`src/sv/gzip_header_parser_top_defines.svh`:
```
// Assertion helpers for the gzip header parser.
`ifndef GZIP_HEADER_PARSER_TOP_DEFINES_SVH
`define GZIP_HEADER_PARSER_TOP_DEFINES_SVH

`ifndef SYNTH

// Property checked on every clock edge outside reset.
`define GZHP_ASSERT(lbl, clk, rst_n, prop, msg) \
    lbl: assert property (@(posedge clk) disable iff (!(rst_n)) (prop)) else $error(msg);

// Same-cycle implication.
`define GZHP_ASSERT_IMPL(lbl, clk, rst_n, ante, cons, msg) \
    lbl: assert property (@(posedge clk) disable iff (!(rst_n)) (ante) |-> (cons)) \
        else $error(msg);

// Next-cycle implication.
`define GZHP_ASSERT_NEXT(lbl, clk, rst_n, ante, cons, msg) \
    lbl: assert property (@(posedge clk) disable iff (!(rst_n)) (ante) |=> (cons)) \
        else $error(msg);

`else

`define GZHP_ASSERT(lbl, clk, rst_n, prop, msg)
`define GZHP_ASSERT_IMPL(lbl, clk, rst_n, ante, cons, msg)
`define GZHP_ASSERT_NEXT(lbl, clk, rst_n, ante, cons, msg)

`endif

`endif

```
`src/sv/gzhp_pkg.sv`:
```
`timescale 1ns / 1ps

package gzhp_pkg;

    localparam int PhaseW  = 4;
    localparam int StatusW = 3;
    localparam int SkipW   = 16;
    localparam int FlagsW  = 5;

    typedef logic [PhaseW-1:0]  t_phase;
    typedef logic [StatusW-1:0] t_status;
    typedef logic [SkipW-1:0]   t_skip;
    typedef logic [FlagsW-1:0]  t_flags;

    // parse phases
    localparam t_phase PH_MAGIC0  = 4'd0;
    localparam t_phase PH_MAGIC1  = 4'd1;
    localparam t_phase PH_METHOD  = 4'd2;
    localparam t_phase PH_FLAGS   = 4'd3;
    localparam t_phase PH_FIXED6  = 4'd4;
    localparam t_phase PH_XLEN_LO = 4'd5;
    localparam t_phase PH_XLEN_HI = 4'd6;
    localparam t_phase PH_EXTRA   = 4'd7;
    localparam t_phase PH_NAME    = 4'd8;
    localparam t_phase PH_COMMENT = 4'd9;
    localparam t_phase PH_HCRC    = 4'd10;
    localparam t_phase PH_PAYLOAD = 4'd11;
    localparam t_phase PH_ERR_MAG = 4'd12;
    localparam t_phase PH_ERR_UNS = 4'd13;
    localparam t_phase PH_ERR_TRN = 4'd14;
    localparam t_phase PH_ENDED   = 4'd15;

    // result status codes
    localparam t_status ST_HDR      = 3'd0;
    localparam t_status ST_HDR_END  = 3'd1;
    localparam t_status ST_PAYLOAD  = 3'd2;
    localparam t_status ST_BADMAGIC = 3'd3;
    localparam t_status ST_UNSUP    = 3'd4;
    localparam t_status ST_TRUNC    = 3'd5;
    localparam t_status ST_END      = 3'd6;

    localparam logic [7:0] MAGIC0      = 8'h1F;
    localparam logic [7:0] MAGIC1      = 8'h8B;
    localparam logic [7:0] METHOD_DEFL = 8'h08;
    localparam logic [7:0] FL_RESERVED = 8'hE0;
    localparam int         FL_HCRC     = 1;
    localparam int         FL_EXTRA    = 2;
    localparam int         FL_NAME     = 3;
    localparam int         FL_COMMENT  = 4;

    localparam t_skip FIXED_LEN = 16'd6;
    localparam t_skip HCRC_LEN  = 16'd2;

    // First optional header part at or after 'from' that the flags select;
    // PH_PAYLOAD when none is left.
    function automatic t_phase enter_part(input t_phase from, input t_flags flags);
        t_phase ph;
        ph = PH_PAYLOAD;
        priority if (from <= PH_XLEN_LO && flags[FL_EXTRA]) begin
            ph = PH_XLEN_LO;
        end else if (from <= PH_NAME && flags[FL_NAME]) begin
            ph = PH_NAME;
        end else if (from <= PH_COMMENT && flags[FL_COMMENT]) begin
            ph = PH_COMMENT;
        end else if (from <= PH_HCRC && flags[FL_HCRC]) begin
            ph = PH_HCRC;
        end else begin
            ph = PH_PAYLOAD;
        end
        return ph;
    endfunction

endpackage

```
`src/sv/gzhp_stream_if.sv`:
```
`timescale 1ns / 1ps

// Byte channel into the parser.
interface gzhp_in_if;
    logic       valid;
    logic       ready;
    logic [7:0] byte_value;
    logic       end_of_input;

    modport source (output valid, output byte_value, output end_of_input, input ready);
    modport sink   (input valid, input byte_value, input end_of_input, output ready);
endinterface

// Classified result channel out of the parser.
interface gzhp_out_if;
    logic       valid;
    logic       ready;
    logic [2:0] status;
    logic [7:0] payload_byte;
    logic [4:0] header_flags;

    modport source (output valid, output status, output payload_byte, output header_flags,
                    input ready);
    modport sink   (input valid, input status, input payload_byte, input header_flags,
                    output ready);
endinterface

```
`src/sv/gzhp_parser.sv`:
```
`timescale 1ns / 1ps
`include "gzip_header_parser_top_defines.svh"

module gzhp_parser
    import gzhp_pkg::*;
(
    input  logic       i_clk,
    input  logic       i_rst_n,
    input  logic       i_step,
    input  logic [7:0] i_byte_value,
    input  logic       i_end_of_input,
    output t_status    o_status,
    output logic [7:0] o_payload_byte,
    output t_flags     o_header_flags
);

    t_phase     r_phase,  n_phase;
    t_skip      r_skip,   n_skip;
    t_flags     r_flags,  n_flags;
    logic [7:0] r_method, n_method;

    t_status    w_status;
    logic [7:0] w_payload;
    logic       w_enter;
    t_phase     w_enter_from;
    t_phase     w_next_part;
    t_skip      w_skip_dec;

    assign w_skip_dec  = r_skip - 16'd1;
    assign w_next_part = enter_part(w_enter_from, r_flags);

    always_comb begin
        n_phase      = r_phase;
        n_skip       = r_skip;
        n_flags      = r_flags;
        n_method     = r_method;
        w_status     = ST_HDR;
        w_payload    = 8'h00;
        w_enter      = 1'b0;
        w_enter_from = PH_PAYLOAD;

        unique case (r_phase)
            PH_ERR_MAG: w_status = ST_BADMAGIC;
            PH_ERR_UNS: w_status = ST_UNSUP;
            PH_ERR_TRN: w_status = ST_TRUNC;
            PH_ENDED:   w_status = ST_END;
            PH_PAYLOAD: begin
                if (i_end_of_input) begin
                    n_phase  = PH_ENDED;
                    w_status = ST_END;
                end else begin
                    w_status  = ST_PAYLOAD;
                    w_payload = i_byte_value;
                end
            end
            default: begin
                if (i_end_of_input) begin
                    n_phase  = PH_ERR_TRN;
                    w_status = ST_TRUNC;
                end else begin
                    unique case (r_phase)
                        PH_MAGIC0: begin
                            if (i_byte_value == MAGIC0) begin
                                n_phase = PH_MAGIC1;
                            end else begin
                                n_phase  = PH_ERR_MAG;
                                w_status = ST_BADMAGIC;
                            end
                        end
                        PH_MAGIC1: begin
                            if (i_byte_value == MAGIC1) begin
                                n_phase = PH_METHOD;
                            end else begin
                                n_phase  = PH_ERR_MAG;
                                w_status = ST_BADMAGIC;
                            end
                        end
                        PH_METHOD: begin
                            n_method = i_byte_value;
                            n_phase  = PH_FLAGS;
                        end
                        PH_FLAGS: begin
                            n_flags = i_byte_value[FlagsW-1:0];
                            if (r_method != METHOD_DEFL ||
                                (i_byte_value & FL_RESERVED) != 8'h00) begin
                                n_phase  = PH_ERR_UNS;
                                w_status = ST_UNSUP;
                            end else begin
                                n_phase = PH_FIXED6;
                                n_skip  = FIXED_LEN;
                            end
                        end
                        PH_FIXED6: begin
                            n_skip       = w_skip_dec;
                            w_enter      = (w_skip_dec == '0);
                            w_enter_from = PH_XLEN_LO;
                        end
                        PH_XLEN_LO: begin
                            n_skip  = {8'h00, i_byte_value};
                            n_phase = PH_XLEN_HI;
                        end
                        PH_XLEN_HI: begin
                            n_skip       = r_skip | {i_byte_value, 8'h00};
                            w_enter_from = PH_NAME;
                            if ((r_skip | {i_byte_value, 8'h00}) == '0) begin
                                w_enter = 1'b1;
                            end else begin
                                n_phase = PH_EXTRA;
                            end
                        end
                        PH_EXTRA: begin
                            n_skip       = w_skip_dec;
                            w_enter      = (w_skip_dec == '0);
                            w_enter_from = PH_NAME;
                        end
                        PH_NAME: begin
                            w_enter      = (i_byte_value == 8'h00);
                            w_enter_from = PH_COMMENT;
                        end
                        PH_COMMENT: begin
                            w_enter      = (i_byte_value == 8'h00);
                            w_enter_from = PH_HCRC;
                        end
                        default: begin
                            // header CRC bytes, skipped unchecked
                            n_skip       = w_skip_dec;
                            w_enter      = (w_skip_dec == '0);
                            w_enter_from = PH_PAYLOAD;
                        end
                    endcase

                    if (w_enter) begin
                        n_phase = w_next_part;
                        if (w_next_part == PH_HCRC) begin
                            n_skip = HCRC_LEN;
                        end
                        if (w_next_part == PH_PAYLOAD) begin
                            w_status = ST_HDR_END;
                        end
                    end
                end
            end
        endcase
    end

    always_ff @(posedge i_clk) begin
        if (!i_rst_n) begin
            r_phase  <= PH_MAGIC0;
            r_skip   <= '0;
            r_flags  <= '0;
            r_method <= '0;
        end else if (i_step) begin
            r_phase  <= n_phase;
            r_skip   <= n_skip;
            r_flags  <= n_flags;
            r_method <= n_method;
        end
    end

    assign o_status       = w_status;
    assign o_payload_byte = w_payload;
    assign o_header_flags = n_flags;

    `GZHP_ASSERT_NEXT(a_error_sticky, i_clk, i_rst_n, r_phase >= PH_ERR_MAG,
        r_phase == $past(r_phase), "terminal phase left before reset")
    `GZHP_ASSERT_NEXT(a_flags_capture, i_clk, i_rst_n,
        i_step && r_phase == PH_FLAGS && !i_end_of_input,
        r_flags == $past(i_byte_value[FlagsW-1:0]), "flag byte not captured")
    `GZHP_ASSERT_IMPL(a_payload_zero, i_clk, i_rst_n, o_status != ST_PAYLOAD,
        o_payload_byte == 8'h00, "payload byte leaks on a header or error result")
    `GZHP_ASSERT_NEXT(a_hdr_end_payload, i_clk, i_rst_n, i_step && o_status == ST_HDR_END,
        r_phase == PH_PAYLOAD, "header end not followed by payload phase")

endmodule

```
`src/sv/gzip_header_parser_top.sv`:
```
`timescale 1ns / 1ps
// gzip member header parser. Takes one byte per transaction and returns one
// classified result per transaction: header byte, last header byte, payload
// (passed through), or a sticky error / end code. A new byte is accepted every
// cycle while the output is not held off; each result passes through an input
// register and a result register, with the single phase update between them.
// Backpressure on the output stalls the pipeline without loss.

module gzip_header_parser_top
    import gzhp_pkg::*;
(
    input  logic        i_clk,
    input  logic        i_rst_n,
    gzhp_in_if.sink     i_in,
    gzhp_out_if.source  o_out
);

    logic       r_in_valid;
    logic [7:0] r_byte_value;
    logic       r_end_of_input;

    logic       r_out_valid;
    t_status    r_status;
    logic [7:0] r_payload_byte;
    t_flags     r_header_flags;

    logic       w_advance;
    logic       w_step;
    t_status    w_status;
    logic [7:0] w_payload_byte;
    t_flags     w_header_flags;

    assign w_advance  = !r_out_valid || o_out.ready;
    assign w_step     = r_in_valid && w_advance;
    assign i_in.ready = !r_in_valid || w_advance;

    always_ff @(posedge i_clk) begin
        if (!i_rst_n) begin
            r_in_valid  <= 1'b0;
            r_out_valid <= 1'b0;
        end else begin
            if (i_in.ready) begin
                r_in_valid <= i_in.valid;
            end
            if (w_advance) begin
                r_out_valid <= r_in_valid;
            end
        end
    end

    always_ff @(posedge i_clk) begin
        if (i_in.valid && i_in.ready) begin
            r_byte_value   <= i_in.byte_value;
            r_end_of_input <= i_in.end_of_input;
        end
        if (w_step) begin
            r_status       <= w_status;
            r_payload_byte <= w_payload_byte;
            r_header_flags <= w_header_flags;
        end
    end

    gzhp_parser u_parser (
        .i_clk          (i_clk),
        .i_rst_n        (i_rst_n),
        .i_step         (w_step),
        .i_byte_value   (r_byte_value),
        .i_end_of_input (r_end_of_input),
        .o_status       (w_status),
        .o_payload_byte (w_payload_byte),
        .o_header_flags (w_header_flags)
    );

    assign o_out.valid        = r_out_valid;
    assign o_out.status       = r_status;
    assign o_out.payload_byte = r_payload_byte;
    assign o_out.header_flags = r_header_flags;

endmodule

```
`src/flat_wrapper.sv`:
```
// flat-port wrapper written by rule: the top's interface ports become plain ports
module gzip_header_parser_top_flat import gzhp_pkg::*;
  (i_clk, i_rst_n, i_in_valid, i_in_byte_value, i_in_end_of_input, i_in_ready, o_out_valid, o_out_status, o_out_payload_byte, o_out_header_flags, o_out_ready);
  gzhp_in_if i_in_i ();
  gzhp_out_if o_out_i ();
  input  logic i_clk;
  input  logic i_rst_n;
  input wire logic [$bits(i_in_i.valid)-1:0] i_in_valid;
  input wire logic [$bits(i_in_i.byte_value)-1:0] i_in_byte_value;
  input wire logic [$bits(i_in_i.end_of_input)-1:0] i_in_end_of_input;
  output wire logic [$bits(i_in_i.ready)-1:0] i_in_ready;
  output wire logic [$bits(o_out_i.valid)-1:0] o_out_valid;
  output wire logic [$bits(o_out_i.status)-1:0] o_out_status;
  output wire logic [$bits(o_out_i.payload_byte)-1:0] o_out_payload_byte;
  output wire logic [$bits(o_out_i.header_flags)-1:0] o_out_header_flags;
  input wire logic [$bits(o_out_i.ready)-1:0] o_out_ready;
  assign i_in_i.valid = i_in_valid;
  assign i_in_i.byte_value = i_in_byte_value;
  assign i_in_i.end_of_input = i_in_end_of_input;
  assign i_in_ready = i_in_i.ready;
  assign o_out_valid = o_out_i.valid;
  assign o_out_status = o_out_i.status;
  assign o_out_payload_byte = o_out_i.payload_byte;
  assign o_out_header_flags = o_out_i.header_flags;
  assign o_out_i.ready = o_out_ready;
  gzip_header_parser_top u_core (.i_clk(i_clk), .i_rst_n(i_rst_n), .i_in(i_in_i), .o_out(o_out_i));
endmodule
```
`config.mk`:
```
export PLATFORM = sky130hd
export DESIGN_NAME = gzip_header_parser_top_flat
export DESIGN_NICKNAME = d
export VERILOG_FILES = /design/src/sv/gzhp_pkg.sv /design/src/sv/gzhp_stream_if.sv /design/src/sv/gzhp_parser.sv /design/src/sv/gzip_header_parser_top.sv /design/src/flat_wrapper.sv
export VERILOG_INCLUDE_DIRS = /design/src /design/src/sv
export SDC_FILE = /design/constraint.sdc
export NUM_CORES = 1
export LEC_CHECK = 0
export BUFFER_PORTS_ARGS = -buffer_cell sky130_fd_sc_hd__clkbuf_2
export CAP_MARGIN = 20
export CORE_MARGIN = 8
export CORE_UTILIZATION = 35
export CTS_CLUSTER_DIAMETER = 30
export DETAILED_ROUTE_END_ITERATION = 7
export SLEW_MARGIN = 20
export SYNTH_ARGS = -nofsm -noshare
export SYNTH_HDL_FRONTEND = slang
export SYNTH_SLANG_ARGS = --single-unit
```
`constraint.sdc`:
```
create_clock -name i_clk -period 3.18 [get_ports i_clk]
set_clock_uncertainty 0.1 [all_clocks]
set_input_delay 0.159 -clock i_clk [delete_from_list [all_inputs] [get_ports i_clk]]
set_output_delay 0.159 -clock i_clk [all_outputs]
set_load 0.05 [all_outputs]
```
# Yosys cells after proc, flatten, opt, wreduce, memory -nomap -nowiden
# Cells that the tools add are included.
# totals
register_bits	60
output_inout_bits	18
elab_cells	105
# classes
eq_ne	21
bitwise	5
addsub	1
n_mux	36
n_lt_le_gt_ge	4
reduce_logical	27
# ops
operator	count
16-bit case mux with 4 select lines	1
16-bit 2-to-1 mux	3
4-bit 2-to-1 mux	10
4-bit equality test (second input constant)	9
16-bit zero test	2
4-bit case mux with 6 select lines	1
4-bit by 3-bit equality test with 1-bit output (second input constant)	4
16-bit bitwise OR	1
4-bit case mux with 4 select lines	1
8-bit nonzero test	2
16-bit by 1-bit subtractor with 16-bit output (second input constant)	1
3-bit 2-to-1 mux	5
5-bit 2-to-1 mux	3
3-bit case mux with 5 select lines	1
5-bit OR reduction	3
4-bit <= comparator (second input constant)	3
3-bit case mux with 3 select lines	1
4-bit by 2-bit equality test with 1-bit output (second input constant)	2
8-bit by 5-bit equality test with 1-bit output (second input constant)	1
8-bit equality test (second input constant)	1
8-bit zero test	1
2-bit 2-to-1 mux	4
8-bit by 4-bit != test with 1-bit output (second input constant)	1
4-bit case mux with 2 select lines	1
other kinds (16)	32

# Logic depth before layout (Yosys ltp)
# logic_depth
ltp_word	16
depth_mapped	11

# Modules after synthesis
# Synthesis repeated with hierarchy kept, for this count alone.
# unflattened
cells_unflattened	389
hier_area_um2	3517.1
# modules_own_cells
mod	area_each_um2	n_inst	cells_per_inst	seq_area_each_um2
gzhp_parser	2662.6	1	355	660.6
gzip_header_parser_top	854.6	1	34	790.8

# Worst setup path after synthesis
# No wires, ideal clock.
# synth_timing
path_type	flip-flop to flip-flop
start	register u_core.u_parser.r_skip[0]
end	register u_core.u_parser.r_phase[2]
setup_slack_ns	0.594
stages_incl_launch_ff	11
path_buffers	1
t_arrival_ns	2.367
cell_sequence	dfxtp_1 > inv_1 > ha_1 > clkbuf_1 > o21bai_1 > a311oi_1 > a21oi_1 > nor4_2 > a31oi_4 > mux2_1 > o221a_1
# synth_via
elab_chain_cells	9
# synth_rtl
element	line	rtl
from (decl)	gzhp_parser.sv:18	t_skip r_skip, n_skip;
from (signal assigned)	gzhp_parser.sv:154	r_skip <= n_skip;
branches (longest 9 deep; another with 16-bit by 1-bit subtractor with 16-bit output)	-	
to (signal assigned)	gzhp_parser.sv:153	r_phase <= n_phase;
to (decl)	gzhp_parser.sv:17	t_phase r_phase, n_phase;
# Parallel ways; which one is timed is not known. The select of a mux whose other input is x is not followed.
# A chain may end at the register's enable or synchronous reset.

# Worst setup path after layout
# layout_timing
start	register u_core.u_parser.r_skip[1]
end	register u_core.r_status[0], in the netlist u_core.o_out.status[0], data pin
# layout_via
elab_chain_cells	9
# layout_rtl
element	line	rtl
branches (longest 3 deep; another with 16-bit by 1-bit subtractor with 16-bit output)	-	
1-bit case mux with 3 select lines *	gzhp_parser.sv:61	unique case (r_phase)
1-bit 2-to-1 mux *	gzhp_parser.sv:57	if (i_end_of_input) begin
1-bit 2-to-1 mux *	gzhp_parser.sv:42	unique case (r_phase)
3-bit 2-to-1 mux *	gzhp_parser.sv:132	if (w_enter) begin
3-bit 2-to-1 mux *	gzhp_parser.sv:57	
3-bit case mux with 5 select lines *	gzhp_parser.sv:42	
net u_core.u_parser.o_status[0]	gzhp_parser.sv:12	output t_status o_status,
to (signal assigned)	gzip_header_parser_top.sv:57	r_status <= w_status;
to (decl)	gzip_header_parser_top.sv:23	t_status r_status;
# Mark *: on every way through the listed nets, which the timed path passes. The select of a mux whose other input is x is not followed.

==> impl_results.md <==
- Synth unique cells: 72
- Crit Path Category: flop to flop
- Ant. Diodes: 0
- Clock transition at the registers of the reported paths: 0.07 ns
- Hold crit path type: input pin to flop
- Maxcap violations: 0
- Number of I/O port buffers: 30
- Final setup fails: 0
- Status: finished, final reports clean
- DRC viols: 0
- CTS tree: yes
- Fmax: approximately 0.34 GHz
- Root Driver: clkbuf_8
- Buffer count from post-CTS setup fixing: 0
- Final min period: around 3 ns
- Layout cells sized above 1: 0.181
- WP data required: roughly 3.3 ns
- LEAKAGE: about 1.6 nW
- Post-synth top area cell: edfxtp_1
- CTS H-tree lvls: 3
- Initial core utilization: 0.354
- Hold Crit Start: o_out_ready
- Syn Area/Cell: roughly 8.8 sq um
- Vias in the first global route: 3153
- DR WL/cell: around 18 microns
- Post-synth ARST share: 0
- Syn_nets: between 400 and 500
- Finished Cell Area: roughly 0.0042 sq mm
- Max Slew Vio Count: 0
- Worst Path Arrival: 3.01 ns
- Number of fill cells in the layout: about 1000
- Area grow syn2layout: 16.9%
- Nets: ~460
- DP Wirelength: between 7000 and 8000 microns
- 1st-iter DRT viols: 263
- Clock buffer depth: 2
- WHS Path Cells: 4
- Count leader, synth: nand2_1
- DRT antenna net count: 0
- Tot GR Track Use: 0.159
- Detailed Routing Iterations Pass 1: 5
- Worst-Skew Late Latency: roughly 0.34 ns
- Crit share post-route: 0.922
- Rel. slew slack: 0.472
- Sequential element share of the synthesized area: 0.407
- Placed insts: roughly 560
- Layout Cells excl Fill: between 500 and 600
- Share of the synthesized area in the top cell type: 0.210
- Area after DPL: 0.00388 sq mm
- Synth Register Bits: 60
- Io pins: 31
- GR Overflow Total: 0
- RSZ-0062 raised after global routing: no
- Row count: 37
- EDFF count, synth: 25
- Reg2Reg Depth: 9
- CP Max Fanout: 15
- Via Count: about 3300
- Clock Sinks: 60
- Worst vdd rail ir drop: 365 uV
- Synth area leaders: edfxtp_1, dfxtp_1, nand2_1
- Cts-stage hold buffer count: 10
- First-pass GRT wire length: 16600 microns
- Hold Fails Final Rpt: 0
- Final WL: 10300 microns
- CTS resizes: 0
- Via density: between 5 and 6
- Die Ht: 117 microns
- Commonest cells in the synthesized netlist: nand2_1, dfxtp_1, nor2_1
- Mapped cell area: between 0.003 and 0.004 sq mm
- R2R Path Start: u_core.u_parser.r_skip[1]
- YS warnings: 0
- Area of the core: around 0.01 sq mm
- Die Area: ~0.014 sq mm
- Largest net degree at the start of global routing: 23
- Setup tns final: 0 ns
- Setup slack, reg-to-reg: 0.25 ns
- TritonCTS Buffers: 9
- Die W: about 120 microns
- Antenna violations before repair: 0
- Most common flop cell mapped by yosys: dfxtp_1
- Setup crit start kind: flop
- Kind of end point of the critical path: flop
- Syn Inst Count: slightly above 400
- Gpl congestion: 0.937
- Worst r2r dst: u_core.o_out.status[0]
- Worst Tran Pin Value: slightly below 0.8 ns
- Pwr dens: between 400 and 500 mW/mm^2
- Min-Delay Endpoint: u_core.o_out.valid
==> cells in the final DEF, fill, tap and decap left out, drive strengths merged, types with 7 or more instances in the layout <==
| cell | count |
|---|---|
| a21oi | 25 |
| a22oi | 7 |
| and2 | 12 |
| buf | 16 |
| clkbuf | 44 |
| dfxtp | 35 |
| dlygate4sd3 | 10 |
| edfxtp | 25 |
| inv | 17 |
| mux2i | 12 |
| nand2 | 50 |
| nand3 | 8 |
| nor2 | 34 |
| nor3 | 15 |
| nor4 | 10 |
| o211ai | 8 |
| o21ai | 22 |
| o22ai | 13 |
| xnor2 | 7 |
==> stage by stage <==
stage                     total power [mW]  hold slack [ns]  worst slack [ns]  utilization
after floorplan                       1.22            0.158             0.594            -
after global routing                  2.11           0.0513            0.0604        0.413
after detailed placement              1.34            0.238             0.289        0.385
after CTS                             2.02           0.0254             0.277        0.413
after global placement                1.34            0.238             0.384        0.385
final                                 2.01           0.0345             0.248        0.413
==> kinds of logic (layout without fill, tap and decap cells) <==
group / Yosys count / in the layout / synth area share
DFF: 60 / 60 / 0.407
adders and majority gates: 3 / 3 / 0.0105
buffers and inverters: 44 / 89 / 0.0529
and+or+nand+nor: 160 / 160 / 0.233
xor gates and xnor gates: 9 / 9 / 0.0221
muxes: 18 / 18 / 0.0526
AOI/OAI and AO/OA: 113 / 113 / 0.222
==> worst max-delay path, stage by stage, from the launching register on <==
cell and delay (ns):
dfxtp_1 0.46, inv_1 0.12, ha_1 0.31, o21bai_1 0.22
a311oi_1 0.26, a21oi_1 0.08, nor4_2 0.37, a31oi_4 0.26
o311a_1 0.42, a31oi_1 0.16
==> per-layer routing <==
layer / GRT usage / share of wire
met2: 0.259 / 0.45
met4: 0.0742 / 0.030
met5: 0 / 0
met3: 0.0364 / 0.064
met1: 0.196 / 0.45
==> cell type report <==
class,count,area [sq um],share of cell area
Clock buffer,14,153,0.0366
Clock inverter,2,35.0,0.00840
Inverter,17,63.8,0.0153
Multi-Input combinational cell,303,1930,0.462
Sequential cell,60,1450,0.348
Tap cell,136,170,0.0408
Timing Repair Buffer,56,370,0.0888
==> how the worst max path moves through the flow <==
stage                                         start                         end  slack, ns  depth (start not counted)
after floorplan           u_core.u_parser.r_skip[0]  u_core.u_parser.r_phase[2]       0.59                         10
after global placement    u_core.u_parser.r_skip[1]  u_core.u_parser.r_phase[2]       0.38                          9
after detailed placement  u_core.u_parser.r_skip[1]      u_core.o_out.status[0]       0.29                          9
after CTS                 u_core.u_parser.r_skip[1]      u_core.o_out.status[0]       0.28                          9
after global routing      u_core.u_parser.r_skip[0]  u_core.u_parser.r_phase[2]       0.06                          9
final                     u_core.u_parser.r_skip[1]      u_core.o_out.status[0]       0.25                          9
==> power by group <==
group	switching (mW)	internal [mW]	leakage, nW
logic	0.272	0.183	0.994
clock network	0.294	0.384	0.0947
registers	0.0434	0.836	0.527
total	0.609	1.40	1.62
==> flip-flops by register name, indices dropped and copies added, names as in the netlist <==
name,count
u_core.u_parser.r_skip,16
u_core.o_out.payload_byte,8
u_core.r_byte_value,8
u_core.u_parser.r_method,8
u_core.o_out.header_flags,5
u_core.u_parser.r_flags,5
u_core.u_parser.r_phase,4
u_core.o_out.status,3
u_core.o_out.valid,1
u_core.r_end_of_input,1
u_core.r_in_valid,1
Note: power is estimated with default switching activity, not from simulation.
